`src/rtl/core/jbse_pkg.sv`:
```
// Shared widths, operation codes and stage records for the buffered JTAG shift engine.
package jbse_pkg;

  localparam int BUFFER_BYTES_DEF = 65;

  localparam int OP_W   = 3;
  localparam int IDX_W  = 7;
  localparam int DATA_W = 8;
  localparam int CNT_W  = 10;
  localparam int BIT_W  = 3;

  localparam logic [OP_W-1:0] OP_WRITE = 3'd0;
  localparam logic [OP_W-1:0] OP_START = 3'd1;
  localparam logic [OP_W-1:0] OP_TICK  = 3'd2;
  localparam logic [OP_W-1:0] OP_READ  = 3'd3;
  localparam logic [OP_W-1:0] OP_CLOCK = 3'd4;

  typedef struct packed {
    logic [OP_W-1:0]   op;
    logic [IDX_W-1:0]  byte_index;
    logic [DATA_W-1:0] write_byte;
    logic [CNT_W-1:0]  bit_count;
    logic              end_with_tms;
    logic              tdo_sample;
    logic              direct_tms;
    logic              direct_tdi;
  } item_t;

  typedef struct packed {
    logic              re;
    logic [IDX_W-1:0]  raddr;
    logic              we0;
    logic [IDX_W-1:0]  waddr0;
    logic [DATA_W-1:0] wdata0;
    logic              we1;
    logic [IDX_W-1:0]  waddr1;
  } mem_req_t;

  typedef struct packed {
    logic             tms_level;
    logic             mem_tdi;
    logic             direct_tdi;
    logic [BIT_W-1:0] bit_sel;
    logic             clock_pulse;
    logic             captured_tdo;
    logic             rd_en;
    logic             shifting;
    logic             shift_done;
    logic             count_error;
  } s1_info_t;

  typedef struct packed {
    logic              tms_level;
    logic              tdi_level;
    logic              clock_pulse;
    logic              captured_tdo;
    logic [DATA_W-1:0] read_byte;
    logic              shifting;
    logic              shift_done;
    logic              count_error;
  } res_t;

endpackage

```
`src/rtl/core/jbse_if.sv`:
```
// Valid/ready channel interfaces for the request and result beats.
interface jbse_in_if;
  logic                         valid;
  logic                         ready;
  logic [jbse_pkg::OP_W-1:0]    op;
  logic [jbse_pkg::IDX_W-1:0]   byte_index;
  logic [jbse_pkg::DATA_W-1:0]  write_byte;
  logic [jbse_pkg::CNT_W-1:0]   bit_count;
  logic                         end_with_tms;
  logic                         tdo_sample;
  logic                         direct_tms;
  logic                         direct_tdi;

  modport source (output valid, op, byte_index, write_byte, bit_count, end_with_tms,
                  tdo_sample, direct_tms, direct_tdi, input ready);
  modport sink (input valid, op, byte_index, write_byte, bit_count, end_with_tms,
                tdo_sample, direct_tms, direct_tdi, output ready);
endinterface

interface jbse_out_if;
  logic                         valid;
  logic                         ready;
  logic                         tms_level;
  logic                         tdi_level;
  logic                         clock_pulse;
  logic                         captured_tdo;
  logic [jbse_pkg::DATA_W-1:0]  read_byte;
  logic                         shifting;
  logic                         shift_done;
  logic                         count_error;

  modport source (output valid, tms_level, tdi_level, clock_pulse, captured_tdo, read_byte,
                  shifting, shift_done, count_error, input ready);
  modport sink (input valid, tms_level, tdi_level, clock_pulse, captured_tdo, read_byte,
                shifting, shift_done, count_error, output ready);
endinterface

```
`src/rtl/core/jbse_ctrl.sv`:
```
// Shift sequencer: counters, capture byte and buffer access requests for each beat.
module jbse_ctrl #(
  parameter int BUFFER_BYTES = jbse_pkg::BUFFER_BYTES_DEF
) (
  input  logic               clk,
  input  logic               rst_n,
  input  logic               accept,
  input  jbse_pkg::item_t    item,
  output jbse_pkg::mem_req_t req,
  output jbse_pkg::s1_info_t info
);

  logic [jbse_pkg::CNT_W-1:0]  bits_left_r, bits_left_nxt;
  logic [jbse_pkg::CNT_W-1:0]  bit_pos_r, bit_pos_nxt;
  logic [jbse_pkg::DATA_W-1:0] cap_r, cap_nxt;
  logic                        tms_last_r, tms_last_nxt;

  logic [jbse_pkg::CNT_W-1:0]  bp_inc;
  logic [jbse_pkg::BIT_W-1:0]  bit_sel;
  logic [jbse_pkg::DATA_W-1:0] cap_new;
  logic                        last;
  logic                        tms_end;
  logic                        req_re, req_we0, req_we1;

  assign bp_inc  = bit_pos_r + 10'd1;
  assign bit_sel = bit_pos_r[jbse_pkg::BIT_W-1:0];
  assign cap_new = cap_r | (jbse_pkg::DATA_W'(item.tdo_sample) << bit_sel);
  assign last    = (bits_left_r == 10'd1);
  assign tms_end = last && tms_last_r;

  always_comb begin
    bits_left_nxt = bits_left_r;
    bit_pos_nxt   = bit_pos_r;
    cap_nxt       = cap_r;
    tms_last_nxt  = tms_last_r;
    req_re        = 1'b0;
    req_we0       = 1'b0;
    req_we1       = 1'b0;
    req.raddr     = item.byte_index;
    req.waddr0    = item.byte_index;
    req.wdata0    = item.write_byte;
    req.waddr1    = bp_inc[jbse_pkg::CNT_W-1:jbse_pkg::BIT_W];
    info          = '0;
    info.bit_sel  = bit_sel;
    unique case (item.op)
      jbse_pkg::OP_WRITE: begin
        req_we0 = 1'b1;
      end
      jbse_pkg::OP_START: begin
        if (int'(item.bit_count) > BUFFER_BYTES * 8) begin
          info.count_error = 1'b1;
        end else if (item.bit_count == '0) begin
          if (!item.end_with_tms) begin
            bits_left_nxt   = '0;
            bit_pos_nxt     = '0;
            cap_nxt         = '0;
            tms_last_nxt    = 1'b0;
            req_we0         = 1'b1;
            req.waddr0      = '0;
            req.wdata0      = '0;
            info.shift_done = 1'b1;
          end
        end else begin
          bits_left_nxt = item.bit_count;
          bit_pos_nxt   = '0;
          cap_nxt       = '0;
          tms_last_nxt  = item.end_with_tms;
        end
      end
      jbse_pkg::OP_TICK: begin
        if (bits_left_r != '0) begin
          req_re           = 1'b1;
          req.raddr        = bit_pos_r[jbse_pkg::CNT_W-1:jbse_pkg::BIT_W];
          req.waddr0       = bit_pos_r[jbse_pkg::CNT_W-1:jbse_pkg::BIT_W];
          req.wdata0       = cap_new;
          info.tms_level   = tms_end;
          info.mem_tdi     = 1'b1;
          info.clock_pulse = 1'b1;
          info.shift_done  = last;
          bits_left_nxt    = bits_left_r - 10'd1;
          bit_pos_nxt      = bp_inc;
          if (tms_end || last || (bit_sel == 3'd7)) begin
            req_we0 = 1'b1;
            cap_nxt = '0;
          end else begin
            cap_nxt = cap_new;
          end
          req_we1 = last && !tms_last_r && (bit_sel == 3'd7);
        end
      end
      jbse_pkg::OP_READ: begin
        req_re     = 1'b1;
        info.rd_en = int'(item.byte_index) < BUFFER_BYTES;
      end
      jbse_pkg::OP_CLOCK: begin
        info.tms_level    = item.direct_tms;
        info.direct_tdi   = item.direct_tdi;
        info.clock_pulse  = 1'b1;
        info.captured_tdo = item.tdo_sample;
      end
      default: begin
      end
    endcase
    info.shifting = (bits_left_nxt != '0);
    req.re  = accept && req_re;
    req.we0 = accept && req_we0;
    req.we1 = accept && req_we1;
  end

  always_ff @(posedge clk) begin
    if (!rst_n) begin
      bits_left_r <= '0;
      bit_pos_r   <= '0;
      cap_r       <= '0;
      tms_last_r  <= 1'b0;
    end else if (accept) begin
      bits_left_r <= bits_left_nxt;
      bit_pos_r   <= bit_pos_nxt;
      cap_r       <= cap_nxt;
      tms_last_r  <= tms_last_nxt;
    end
  end

endmodule

```
`src/rtl/core/jbse_buffer.sv`:
```
// Byte buffer in even and odd banks with registered read and a clearing sweep after reset.
module jbse_buffer #(
  parameter int BUFFER_BYTES = jbse_pkg::BUFFER_BYTES_DEF
) (
  input  logic                        clk,
  input  logic                        rst_n,
  input  jbse_pkg::mem_req_t          req,
  output logic [jbse_pkg::DATA_W-1:0] rd_byte,
  output logic                        busy
);

  localparam int BANK_D  = (BUFFER_BYTES + 1) / 2;
  localparam int BANK_AW = (BANK_D > 1) ? $clog2(BANK_D) : 1;

  logic [jbse_pkg::DATA_W-1:0] even_mem [BANK_D];
  logic [jbse_pkg::DATA_W-1:0] odd_mem  [BANK_D];

  logic                        clr_busy_r;
  logic [BANK_AW-1:0]          clr_addr_r;
  logic                        ok0, ok1;
  logic                        even_we, odd_we;
  logic [BANK_AW-1:0]          even_addr, odd_addr, rd_addr;
  logic [jbse_pkg::DATA_W-1:0] even_data, odd_data;
  logic [jbse_pkg::DATA_W-1:0] rd_even_r, rd_odd_r;
  logic                        odd_sel_r;

  assign ok0     = req.we0 && (int'(req.waddr0) < BUFFER_BYTES);
  assign ok1     = req.we1 && (int'(req.waddr1) < BUFFER_BYTES);
  assign rd_addr = BANK_AW'(req.raddr >> 1);

  always_comb begin
    even_we   = 1'b0;
    even_addr = clr_addr_r;
    even_data = '0;
    odd_we    = 1'b0;
    odd_addr  = clr_addr_r;
    odd_data  = '0;
    priority if (clr_busy_r) begin
      even_we = 1'b1;
      odd_we  = 1'b1;
    end else begin
      if (ok0 && !req.waddr0[0]) begin
        even_we   = 1'b1;
        even_addr = BANK_AW'(req.waddr0 >> 1);
        even_data = req.wdata0;
      end else if (ok1 && !req.waddr1[0]) begin
        even_we   = 1'b1;
        even_addr = BANK_AW'(req.waddr1 >> 1);
      end
      if (ok0 && req.waddr0[0]) begin
        odd_we   = 1'b1;
        odd_addr = BANK_AW'(req.waddr0 >> 1);
        odd_data = req.wdata0;
      end else if (ok1 && req.waddr1[0]) begin
        odd_we   = 1'b1;
        odd_addr = BANK_AW'(req.waddr1 >> 1);
      end
    end
  end

  always_ff @(posedge clk) begin
    if (even_we) begin
      even_mem[even_addr] <= even_data;
    end
    if (odd_we) begin
      odd_mem[odd_addr] <= odd_data;
    end
    if (req.re) begin
      rd_even_r <= even_mem[rd_addr];
      rd_odd_r  <= odd_mem[rd_addr];
      odd_sel_r <= req.raddr[0];
    end
  end

  always_ff @(posedge clk) begin
    if (!rst_n) begin
      clr_busy_r <= 1'b1;
      clr_addr_r <= '0;
    end else if (clr_busy_r) begin
      clr_addr_r <= clr_addr_r + 1'b1;
      if (clr_addr_r == BANK_AW'(BANK_D - 1)) begin
        clr_busy_r <= 1'b0;
      end
    end
  end

  assign rd_byte = odd_sel_r ? rd_odd_r : rd_even_r;
  assign busy    = clr_busy_r;

endmodule

```
`src/rtl/core/jbse_out.sv`:
```
// Result pipeline: stage after the buffer read and the output register.
module jbse_out (
  input  logic                        clk,
  input  logic                        rst_n,
  input  logic                        accept,
  input  jbse_pkg::s1_info_t          info_nxt,
  input  logic [jbse_pkg::DATA_W-1:0] rd_byte,
  input  logic                        out_ready,
  output logic                        can_accept,
  output logic                        out_valid,
  output jbse_pkg::res_t              res
);

  logic               s1_valid_r;
  jbse_pkg::s1_info_t s1_info_r;
  logic               out_valid_r;
  jbse_pkg::res_t     out_r, out_nxt;
  logic               s1_move;

  assign s1_move    = s1_valid_r && (!out_valid_r || out_ready);
  assign can_accept = !s1_valid_r || s1_move;

  always_comb begin
    out_nxt.tms_level    = s1_info_r.tms_level;
    out_nxt.tdi_level    = s1_info_r.mem_tdi ? rd_byte[s1_info_r.bit_sel]
                                             : s1_info_r.direct_tdi;
    out_nxt.clock_pulse  = s1_info_r.clock_pulse;
    out_nxt.captured_tdo = s1_info_r.captured_tdo;
    out_nxt.read_byte    = s1_info_r.rd_en ? rd_byte : '0;
    out_nxt.shifting     = s1_info_r.shifting;
    out_nxt.shift_done   = s1_info_r.shift_done;
    out_nxt.count_error  = s1_info_r.count_error;
  end

  always_ff @(posedge clk) begin
    if (!rst_n) begin
      s1_valid_r  <= 1'b0;
      out_valid_r <= 1'b0;
    end else begin
      s1_valid_r <= accept || (s1_valid_r && !s1_move);
      if (s1_move) begin
        out_valid_r <= 1'b1;
      end else if (out_ready) begin
        out_valid_r <= 1'b0;
      end
    end
  end

  always_ff @(posedge clk) begin
    if (accept) begin
      s1_info_r <= info_nxt;
    end
    if (s1_move) begin
      out_r <= out_nxt;
    end
  end

  assign out_valid = out_valid_r;
  assign res       = out_r;

endmodule

```
`src/rtl/core/jtag_buffered_shift_engine.sv`:
```
// Top level of the buffered JTAG shift engine.
//
// in_ch carries one request beat: write byte, start shift, bit tick, read byte or
// single clock. out_ch returns exactly one result beat per request, in order.
// A request is taken when in_ch.valid and in_ch.ready are both high.
// Path: a request's result beat passes one stage for the registered buffer read
// and then one output register before it is on out_ch; a stall at out_ch can hold
// it in either of them.
// Throughput: one request per cycle when out_ch does not stall and the sweep is
// done; even and odd banks let a tick write the closing byte and the byte after it.
// Reset: the shift counters clear, then the buffer is swept to zero, two bytes
// a cycle, one address of each bank at a time, while in_ch.ready stays low.
// When the receiver stalls, the output register holds its beat, the read stage
// behind it fills, and in_ch.ready drops only once both are occupied.
module jtag_buffered_shift_engine #(
  parameter int BUFFER_BYTES = jbse_pkg::BUFFER_BYTES_DEF
) (
  input  logic        clk,
  input  logic        rst_n,
  jbse_in_if.sink     in_ch,
  jbse_out_if.source  out_ch
);

  jbse_pkg::item_t             item;
  jbse_pkg::mem_req_t          req;
  jbse_pkg::s1_info_t          info;
  jbse_pkg::res_t              res;
  logic [jbse_pkg::DATA_W-1:0] rd_byte;
  logic                        clr_busy;
  logic                        can_accept;
  logic                        accept;

  assign item.op           = in_ch.op;
  assign item.byte_index   = in_ch.byte_index;
  assign item.write_byte   = in_ch.write_byte;
  assign item.bit_count    = in_ch.bit_count;
  assign item.end_with_tms = in_ch.end_with_tms;
  assign item.tdo_sample   = in_ch.tdo_sample;
  assign item.direct_tms   = in_ch.direct_tms;
  assign item.direct_tdi   = in_ch.direct_tdi;

  assign in_ch.ready = !clr_busy && can_accept;
  assign accept      = in_ch.valid && in_ch.ready;

  jbse_ctrl #(.BUFFER_BYTES(BUFFER_BYTES)) u_ctrl (
    .clk    (clk),
    .rst_n  (rst_n),
    .accept (accept),
    .item   (item),
    .req    (req),
    .info   (info)
  );

  jbse_buffer #(.BUFFER_BYTES(BUFFER_BYTES)) u_buffer (
    .clk     (clk),
    .rst_n   (rst_n),
    .req     (req),
    .rd_byte (rd_byte),
    .busy    (clr_busy)
  );

  jbse_out u_out (
    .clk        (clk),
    .rst_n      (rst_n),
    .accept     (accept),
    .info_nxt   (info),
    .rd_byte    (rd_byte),
    .out_ready  (out_ch.ready),
    .can_accept (can_accept),
    .out_valid  (out_ch.valid),
    .res        (res)
  );

  assign out_ch.tms_level    = res.tms_level;
  assign out_ch.tdi_level    = res.tdi_level;
  assign out_ch.clock_pulse  = res.clock_pulse;
  assign out_ch.captured_tdo = res.captured_tdo;
  assign out_ch.read_byte    = res.read_byte;
  assign out_ch.shifting     = res.shifting;
  assign out_ch.shift_done   = res.shift_done;
  assign out_ch.count_error  = res.count_error;

endmodule

```
`src/flat_wrapper.sv`:
```
// flat-port wrapper written by rule: the top's interface ports become plain ports
module jtag_buffered_shift_engine_flat 
#(
  parameter int BUFFER_BYTES = jbse_pkg::BUFFER_BYTES_DEF
)
  (clk, rst_n, in_ch_valid, in_ch_op, in_ch_byte_index, in_ch_write_byte, in_ch_bit_count, in_ch_end_with_tms, in_ch_tdo_sample, in_ch_direct_tms, in_ch_direct_tdi, in_ch_ready, out_ch_valid, out_ch_tms_level, out_ch_tdi_level, out_ch_clock_pulse, out_ch_captured_tdo, out_ch_read_byte, out_ch_shifting, out_ch_shift_done, out_ch_count_error, out_ch_ready);
  jbse_in_if in_ch_i ();
  jbse_out_if out_ch_i ();
  input  logic clk;
  input  logic rst_n;
  input wire logic [$bits(in_ch_i.valid)-1:0] in_ch_valid;
  input wire logic [$bits(in_ch_i.op)-1:0] in_ch_op;
  input wire logic [$bits(in_ch_i.byte_index)-1:0] in_ch_byte_index;
  input wire logic [$bits(in_ch_i.write_byte)-1:0] in_ch_write_byte;
  input wire logic [$bits(in_ch_i.bit_count)-1:0] in_ch_bit_count;
  input wire logic [$bits(in_ch_i.end_with_tms)-1:0] in_ch_end_with_tms;
  input wire logic [$bits(in_ch_i.tdo_sample)-1:0] in_ch_tdo_sample;
  input wire logic [$bits(in_ch_i.direct_tms)-1:0] in_ch_direct_tms;
  input wire logic [$bits(in_ch_i.direct_tdi)-1:0] in_ch_direct_tdi;
  output wire logic [$bits(in_ch_i.ready)-1:0] in_ch_ready;
  output wire logic [$bits(out_ch_i.valid)-1:0] out_ch_valid;
  output wire logic [$bits(out_ch_i.tms_level)-1:0] out_ch_tms_level;
  output wire logic [$bits(out_ch_i.tdi_level)-1:0] out_ch_tdi_level;
  output wire logic [$bits(out_ch_i.clock_pulse)-1:0] out_ch_clock_pulse;
  output wire logic [$bits(out_ch_i.captured_tdo)-1:0] out_ch_captured_tdo;
  output wire logic [$bits(out_ch_i.read_byte)-1:0] out_ch_read_byte;
  output wire logic [$bits(out_ch_i.shifting)-1:0] out_ch_shifting;
  output wire logic [$bits(out_ch_i.shift_done)-1:0] out_ch_shift_done;
  output wire logic [$bits(out_ch_i.count_error)-1:0] out_ch_count_error;
  input wire logic [$bits(out_ch_i.ready)-1:0] out_ch_ready;
  assign in_ch_i.valid = in_ch_valid;
  assign in_ch_i.op = in_ch_op;
  assign in_ch_i.byte_index = in_ch_byte_index;
  assign in_ch_i.write_byte = in_ch_write_byte;
  assign in_ch_i.bit_count = in_ch_bit_count;
  assign in_ch_i.end_with_tms = in_ch_end_with_tms;
  assign in_ch_i.tdo_sample = in_ch_tdo_sample;
  assign in_ch_i.direct_tms = in_ch_direct_tms;
  assign in_ch_i.direct_tdi = in_ch_direct_tdi;
  assign in_ch_ready = in_ch_i.ready;
  assign out_ch_valid = out_ch_i.valid;
  assign out_ch_tms_level = out_ch_i.tms_level;
  assign out_ch_tdi_level = out_ch_i.tdi_level;
  assign out_ch_clock_pulse = out_ch_i.clock_pulse;
  assign out_ch_captured_tdo = out_ch_i.captured_tdo;
  assign out_ch_read_byte = out_ch_i.read_byte;
  assign out_ch_shifting = out_ch_i.shifting;
  assign out_ch_shift_done = out_ch_i.shift_done;
  assign out_ch_count_error = out_ch_i.count_error;
  assign out_ch_i.ready = out_ch_ready;
  jtag_buffered_shift_engine #(.BUFFER_BYTES(BUFFER_BYTES)) u_core (.clk(clk), .rst_n(rst_n), .in_ch(in_ch_i), .out_ch(out_ch_i));
endmodule
```
`config.mk`:
```
export PLATFORM = sky130hd
export DESIGN_NAME = jtag_buffered_shift_engine_flat
export DESIGN_NICKNAME = d
export VERILOG_FILES = /design/src/rtl/core/jbse_pkg.sv /design/src/rtl/core/jbse_if.sv /design/src/rtl/core/jbse_ctrl.sv /design/src/rtl/core/jbse_buffer.sv /design/src/rtl/core/jbse_out.sv /design/src/rtl/core/jtag_buffered_shift_engine.sv /design/src/flat_wrapper.sv
export SDC_FILE = /design/constraint.sdc
export NUM_CORES = 1
export LEC_CHECK = 0
export ABC_AREA = 1
export BUFFER_PORTS_ARGS = -buffer_cell sky130_fd_sc_hd__buf_2
export CAP_MARGIN = 20
export CORE_MARGIN = 1
export CORE_UTILIZATION = 60
export DETAILED_ROUTE_END_ITERATION = 12
export GPL_TIMING_DRIVEN = 0
export PLACE_DENSITY_LB_ADDON = 0.1
export SLEW_MARGIN = 5
export SYNTH_ARGS = -nofsm -noshare
export SYNTH_HDL_FRONTEND = slang
export SYNTH_SLANG_ARGS = --single-unit
```
`constraint.sdc`:
```
create_clock -name clk -period 4.3 [get_ports clk]
set_input_delay 0 -clock clk [delete_from_list [all_inputs] [get_ports clk]]
set_output_delay 0 -clock clk [all_outputs]
set_load 0.05 [all_outputs]
```
; Word level (Yosys, flattened, before mapping)
; Memories as Yosys holds them, arrays and structs flattened. A register that Yosys moved wholly into a read port is not among the register bits.
; Index checks and enable logic that the tools add are counted.
[word_totals]
out_inout_bits = 17
register_bits = 66
in_bits = 36
mem_count = 2
ramBits = 528
[classes]
reduce_logical = 36
n_mux = 69
bitwise = 2
n_lt_le_gt_ge = 5
addsub = 3
eq_ne = 11
shift = 1
[mem_list]
columns = memory, depth, word_bits, rd, rd_clocked_by_memory_dff, write_ports, line_no
row1 = u_core.u_buffer.even_mem, 33, 8, 1, 1, 1, jbse_buffer.sv:15  ; logic [jbse_pkg::DATA_W-1:0] even_mem [BANK_D];
row2 = u_core.u_buffer.odd_mem, 33, 8, 1, 1, 1, jbse_buffer.sv:16  ; logic [jbse_pkg::DATA_W-1:0] odd_mem [BANK_D];
[ops]
columns = operator, count
row1 = 10-bit two-way mux, 8
row2 = 8-bit two-way mux, 10
row3 = 15-bit two-way mux, 4
row4 = 10-bit one-hot mux with 2 select lines, 2
row5 = 6-bit two-way mux, 6
row6 = 15-bit one-hot mux with 2 select lines, 1
row7 = 1-bit two-way mux, 28
row8 = "7-bit less-than comparator, second input constant", 3
row9 = 10-bit nonzero test, 2
row10 = 1-bit logical AND, 16
row11 = 8-bit one-hot mux with 2 select lines, 1
row12 = 7-bit two-way mux, 2
row13 = "10-bit by 1-bit adder with 10-bit output, second input constant", 1
row14 = "10-bit by 1-bit == test with 1-bit output, second input constant", 1
row15 = "10-bit greater-than comparator, second input constant", 1
row16 = 10-bit zero test, 1
row17 = "10-bit by 1-bit subtractor with 10-bit output, second input constant", 1
row18 = 8-bit OR, 1
row19 = 1-bit one-hot mux with 2 select lines, 4
row20 = 1-bit by 3-bit left shift with 8-bit output, 1
row21 = 1-bit zero test, 7
row22 = "6-bit by 1-bit adder with 6-bit output, second input constant", 1
row23 = "3-bit by 2-bit == test with 1-bit output, second input constant", 2
row24 = "3-bit == test, second input constant", 2
row25 = other kinds (14), 21

; Logic depth before layout (Yosys ltp)
[depth]
ltp_word = 14
mapped_depth = 20
depth_no_buf = 19

; Cells and area by module
; Synthesis repeated with hierarchy kept, for this count alone.
[unflattened]
cells_unflattened = 2321
hier_area_um2 = 26337.8
[by_module_without_submodules]
columns = mod, area_each_um2, n_inst, cells_per_inst, seq_area_each_um2
row1 = jbse_buffer, 22751.8, 1, 1816, 16505.8
row2 = jbse_ctrl, 2496.1, 1, 417, 580.6
row3 = jbse_out, 1066.0, 1, 83, 850.8
row4 = jtag_buffered_shift_engine, 23.8, 1, 5, 0.0

; Worst setup path before layout
; OpenSTA, ideal clock, no wires.
[synth_path]
path_kind = register to register
start = register u_core.u_out.out_valid_r (netlist: u_core.u_out.out_valid)
end = memory u_core.u_buffer.even_mem[28][0] (netlist bit) (enable)
setup_slack_ps = 813
synth_period_minus_slack_ps = 3487
path_buffers = 1
path_stages_with_launch = 17
arrival_time_ps = 3117
required_ps = 3930
cell_sequence = dfxtp_1 nand3_1 nand2_1 inv_1 nand2_1 inv_1 buf_2 nand3_1 nor2_1 nand3_2 o21ai_0 inv_1 nand2_1 o21ai_0 nor2_1 nand2_2 nor2_1
[synth_via]
elab_chain_cells = 14
word_cells_on_any_way = 20
cone_classes = 8 x mux / 12 x reduce/logical
[synth_rtl]
columns = element, line_no
row1 = from (decl), jbse_out.sv:16  ; logic out_valid_r;
row2 = from (signal assigned), jbse_out.sv:38  ; out_valid_r <= 1'b0;
row3 = from (signal assigned), jbse_out.sv:42  ; out_valid_r <= 1'b1;
row4 = from (signal assigned), jbse_out.sv:44  ; out_valid_r <= 1'b0;
row5 = 1-bit zero test (*), jbse_out.sv:20  ; assign s1_move = s1_valid_r && (!out_valid_r || out_ready);
row6 = 1-bit logical OR (*), jbse_out.sv:20
row7 = 1-bit logical AND (*), jbse_out.sv:20
row8 = 1-bit logical OR (*), jbse_out.sv:21  ; assign can_accept = !s1_valid_r || s1_move;
row9 = 1-bit logical AND (*), jtag_buffered_shift_engine.sv:42  ; assign in_ch.ready = !clr_busy && can_accept;
row10 = named net in_ch_ready, flat_wrapper.sv:20  ; output wire logic [$bits(in_ch_i.ready)-1:0] in_ch_ready;
row11 = 1-bit logical AND (*), jtag_buffered_shift_engine.sv:43  ; assign accept = in_ch.valid && in_ch.ready;
row12 = named net u_core.accept, jtag_buffered_shift_engine.sv:31  ; logic accept;
row13 = 1-bit logical AND, jbse_ctrl.sv:107  ; req.we1 = accept && req_we1;
row14 = 1-bit logical AND, jbse_buffer.sv:28  ; assign ok1 = req.we1 && (int'(req.waddr1) < BUFFER_BYTES);
row15 = 1-bit logical AND, jbse_buffer.sv:46  ; end else if (ok1 && !req.waddr1[0]) begin
row16 = 1-bit two-way mux, jbse_buffer.sv:46
row17 = 1-bit two-way mux, jbse_buffer.sv:42  ; if (ok0 && !req.waddr0[0]) begin
row18 = 1-bit two-way mux, jbse_buffer.sv:38  ; priority if (clr_busy_r) begin
row19 = 1-bit two-way mux, jbse_buffer.sv:62  ; if (even_we) begin
row20 = 1-bit two-way mux (not written as such), jbse_buffer.sv:63  ; even_mem[even_addr] <= even_data;
row21 = to (decl), jbse_buffer.sv:15
; The timed path passes the listed nets; every way through them passes the cells marked *.

; Final worst setup path
[layout_path]
start = register u_core.u_buffer.clr_busy_r (netlist: u_core.u_buffer.busy)
end = memory u_core.u_buffer.even_mem[4][5] (netlist bit) (enable)
[layout_via]
elab_chain_cells = 11
word_cells_on_any_way = 17
cone_classes = 8 x mux / 9 x reduce/logical
[layout_rtl]
columns = element, line_no
row1 = from (decl), jbse_buffer.sv:18  ; logic clr_busy_r;
row2 = from (signal assigned), jbse_buffer.sv:77  ; clr_busy_r <= 1'b1;
row3 = from (signal assigned), jbse_buffer.sv:82  ; clr_busy_r <= 1'b0;
row4 = 1-bit zero test (*), jtag_buffered_shift_engine.sv:42
row5 = 1-bit logical AND (*), jtag_buffered_shift_engine.sv:42
row6 = 1-bit logical AND (*), jtag_buffered_shift_engine.sv:43
row7 = named net u_core.accept, jtag_buffered_shift_engine.sv:31
row8 = 1-bit logical AND, jbse_ctrl.sv:107
row9 = 1-bit logical AND, jbse_buffer.sv:28
row10 = 1-bit logical AND, jbse_buffer.sv:46
row11 = 1-bit two-way mux, jbse_buffer.sv:46
row12 = 1-bit two-way mux, jbse_buffer.sv:42
row13 = 1-bit two-way mux, jbse_buffer.sv:38
row14 = 1-bit two-way mux, jbse_buffer.sv:62
row15 = 1-bit two-way mux (not written as such), jbse_buffer.sv:63
; Marked as above.

==> results.py <==
metrics = {
    "run_status": {
        "outcome": "complete, no violations",
    },
    "die": {
        "dieWidth_um": 212,
        "pin_count": 53,
        "core_area_mm2": 0.0434,
        "die_area_mm2": 0.0451,
        "start_util": 0.613,
        "die_y_um": 212,
        "rows": 76,
    },
    "logic_synthesis": {
        "synth-main-ff-cell": "edfxtp_1",
        "ys_warn_count": 0,
        "synth_edf_count": 572,
        "async_flop_share": 0,
        "ys_seq_area_frac": 0.675,
        "synthCells": 2379,
        "synth_cell_type_count": 46,
        "ys_seq_elements": 610,
        "synth_area_per_cell_um2": 11.2,
        "syn-num-nets": 2422,
        "syn-cell-area_mm2": 0.0266,
    },
    "min_path": {
        "hp-class": "in -> reg",
    },
    "clocking": {
        "clk_latency_ns": 0.63,
        "cts.sinks": 610,
        "clkTransAtPathRegs_ns": 0.06,
        "clockRootBuffer": "clkbuf_16",
        "cts_buffers": 60,
        "cts_buffer_depth": 3,
        "cts_tree": "built",
        "htree_levels": 2,
    },
    "timing": {
        "fin_crit_sh": 0.990,
        "fmax_mhz": 235,
        "rsz0062_at_grt": "yes",
        "hold_viol_final": 0,
        "worstMarginPinSlew_ns": 1.12,
        "fin_skew_ns": 0.0219,
        "hold_slack_ns": 0.0905,
        "drv_slew": 0,
        "setup_violations": 0,
        "layout_min_cycle_time_ns": 4.26,
        "slew_headroom": 0.248,
    },
    "detailed_routing": {
        "via_per_inst": 6.40,
        "drtIter0Drc": 3174,
        "antenna_left": 0,
        "route.detailed.drc": 0,
        "vias": 20200,
        "drt_wl_total_um": 85700,
        "wl_per_cell_um": 27.1,
        "first_pass_iters": 6,
    },
    "placement": {
        "dp_hpwl_um": 60000,
        "place_area_mm2": 0.0278,
        "portBuffers": 52,
        "gp_congestion": 0.964,
    },
    "flow_run": {
        "maxCapViolCount": 0,
    },
    "power_and_ir_drop": {
        "p_leak_nw": 10.8,
        "peakVddDrop_mv": 0.410,
        "p_per_area_mw_per_mm2": 420,
    },
    "global_routing": {
        "grt_pass1_wl_um": 123000,
        "grt_usage": 0.385,
        "grt_pass1_vias": 18800,
        "gr-total-overflow": 0,
        "grt_max_degree": 34,
        "antenna_found_initial": 2,
    },
    "finish": {
        "diodes": 0,
        "stdcell_area_mm2": 0.0304,
        "syn_to_final_growth_pct": 14.6,
        "fin_nets": 2571,
        "drive_above_1_share": 0.135,
    },
    "critical_path": {
        "r2r_setup_slack_ns": 0.04,
        "startpoint_type": "flip-flop",
        "crit_required_ns": 4.54,
        "cp_max_fo": 21,
        "cp.arrival_ns": 4.50,
        "crit_type": "reg -> reg",
        "worstSetupEndpointType": "flip-flop",
    },
}
[worst max-delay path, stage by stage (launching register included)]
cell and delay (ns):
dfxtp_1 0.38, clkinvlp_4 0.26, nand2_1 0.08, inv_1 0.07, nand2_1 0.22, inv_1 0.15
buf_2 0.43, nand3_1 0.12, nor2_1 0.26, nand3_2 0.23, o21ai_0 0.26, nand2_1 0.10
o21ai_2 0.14, nand4_1 0.35, nor2_1 0.82
[logic make-up (layout without fill, tap and decap cells)]
| logic type | count (synthesis) | after routing | share of synthesized area |
|---|---|---|---|
| and+or+nand+nor | 716 | 716 | 0.122 |
| AOI/OAI and AO/OA | 654 | 654 | 0.140 |
| DFF | 610 | 610 | 0.675 |
| buffers and inverters | 381 | 579 | 0.0563 |
| muxes | 8 | 8 | 0.00301 |
| adders and majority gates | 7 | 7 | 0.00330 |
| xor gates and xnor gates | 3 | 3 | 0.000989 |
[sequential cells by signal, indices dropped and copies added, names as in the netlist]
signal,cells
u_core.u_ctrl.cap_r,8
u_core.u_out.s1_valid_r,1
u_core.u_out.out_nxt,6
u_core.u_buffer.busy,1
u_core.u_buffer.rd_odd_r,8
u_core.u_out.out_valid,1
u_core.u_buffer.clr_addr_r,6
u_core.u_out.res,15
u_core.u_buffer.even_mem,264
u_core.u_ctrl.tms_last_r,1
u_core.u_out.s1_info_r,6
u_core.u_buffer.odd_mem,264
u_core.u_ctrl.bits_left_r,10
u_core.u_buffer.odd_sel_r,1
u_core.u_buffer.rd_even_r,8
u_core.u_ctrl.bit_pos_r,10
[final cells by class]
class / count / area [µm²]
repair buffers: 87 / 659
clock buffers: 72 / 1610
well taps: 585 / 732
fillers: 3173 / 12900
clock inverters: 39 / 432
flip-flops and latches: 610 / 17900
inverters: 257 / 968
plain buffers: 124 / 544
multi-input cells: 1388 / 7560
[repair_timing]
item                       CTS  global route
hold endpoints to repair    43             0
pin swaps                    0             0
setup endpoints to repair  197           532
hold buffers                28             0
gates resized for setup     30            85
buffers inserted             0             0
[placed cells by master, fill, tap and decap left out, types with 3 or more instances in the layout]
cell type,instances
a211oi_1,17
a21oi_1,170
a22oi_1,4
buf_1,9
buf_2,85
buf_6,4
buf_8,4
bufinv_16,8
clkbuf_1,75
clkbuf_16,60
clkbuf_2,9
clkbuf_8,6
clkinv_1,9
clkinv_2,14
clkinvlp_4,8
dfxtp_1,38
dlygate4sd3_1,28
edfxtp_1,572
ha_1,7
inv_1,246
inv_2,9
mux2i_1,8
nand2_1,197
nand2_2,11
nand3_1,178
nand3_2,17
nand4_1,20
nor2_1,182
nor2_2,45
nor2_4,43
nor3_1,12
o211a_1,4
o211ai_1,115
o21ai_0,310
o21ai_1,11
o21ai_2,8
o221ai_1,3
xor2_1,3
[report_power, final]
part	switching (W)	internal, W	total (W)
clock network	0.00231	0.00314	0.00545
registers	0.0000132	0.00646	0.00647
logic	0.000671	0.000210	0.000881
total	0.00299	0.00981	0.0128
[cells in the mapped netlist, types with 7 or more instances]
| cell type | count | area share |
|---|---|---|
| edfxtp_1 | 572 | 0.65 |
| o21ai_0 | 310 | 0.058 |
| nor2_1 | 258 | 0.036 |
| inv_1 | 246 | 0.035 |
| nand2_1 | 197 | 0.028 |
| nand3_1 | 185 | 0.035 |
| a21oi_1 | 172 | 0.032 |
| o211ai_1 | 115 | 0.032 |
| clkbuf_1 | 75 | 0.011 |
| dfxtp_1 | 38 | 0.029 |
| buf_2 | 34 | 0.0064 |
| nand4_1 | 20 | 0.0047 |
| a211oi_1 | 17 | 0.0048 |
| buf_1 | 12 | 0.0017 |
| nor3_1 | 12 | 0.0023 |
| o21ai_1 | 12 | 0.0023 |
| nand2_2 | 11 | 0.0026 |
| nand3_2 | 10 | 0.0038 |
| inv_2 | 9 | 0.0013 |
| mux2i_1 | 8 | 0.0030 |
| ha_1 | 7 | 0.0033 |
| nor2_2 | 7 | 0.0016 |
| o21ai_2 | 7 | 0.0023 |
[per-stage QoR]
step	TNS (ns)	utilization	setup slack [ns]	total power (W)	std cells
floorplan	0	-	0.813	0.00704	2379
CTS	-1.78	0.696	-0.0748	0.0127	3162
detailed placement	-16.82	0.641	-0.225	0.00740	3023
global placement	-224.77	0.636	-0.634	0.00738	3016
finish	0	0.702	0.0440	0.0128	3162
global route	-13.59	0.702	-0.242	0.0130	3162
[metal layers]
layer	wire length (µm)	global-route usage	up-vias
li1	-	-	8836
met4	4250	0.182	2
met3	11000	0.104	265
met5	13	0	-
met1	33400	0.541	9674
met2	37000	0.559	1444
[final timing paths]
check | startpoint | cells past startpoint | end
setup reg to reg | u_core.u_buffer.busy | 14 | u_core.u_buffer.even_mem[4][5]
hold / removal | in_ch_byte_index[0] | 3 | u_core.u_buffer.odd_sel_r
setup / recovery | u_core.u_buffer.busy | 14 | u_core.u_buffer.even_mem[4][5]
hold reg to reg | u_core.u_out.out_nxt[1] | 0 | u_core.u_out.res[1]
(Power assumes the default switching activity.)
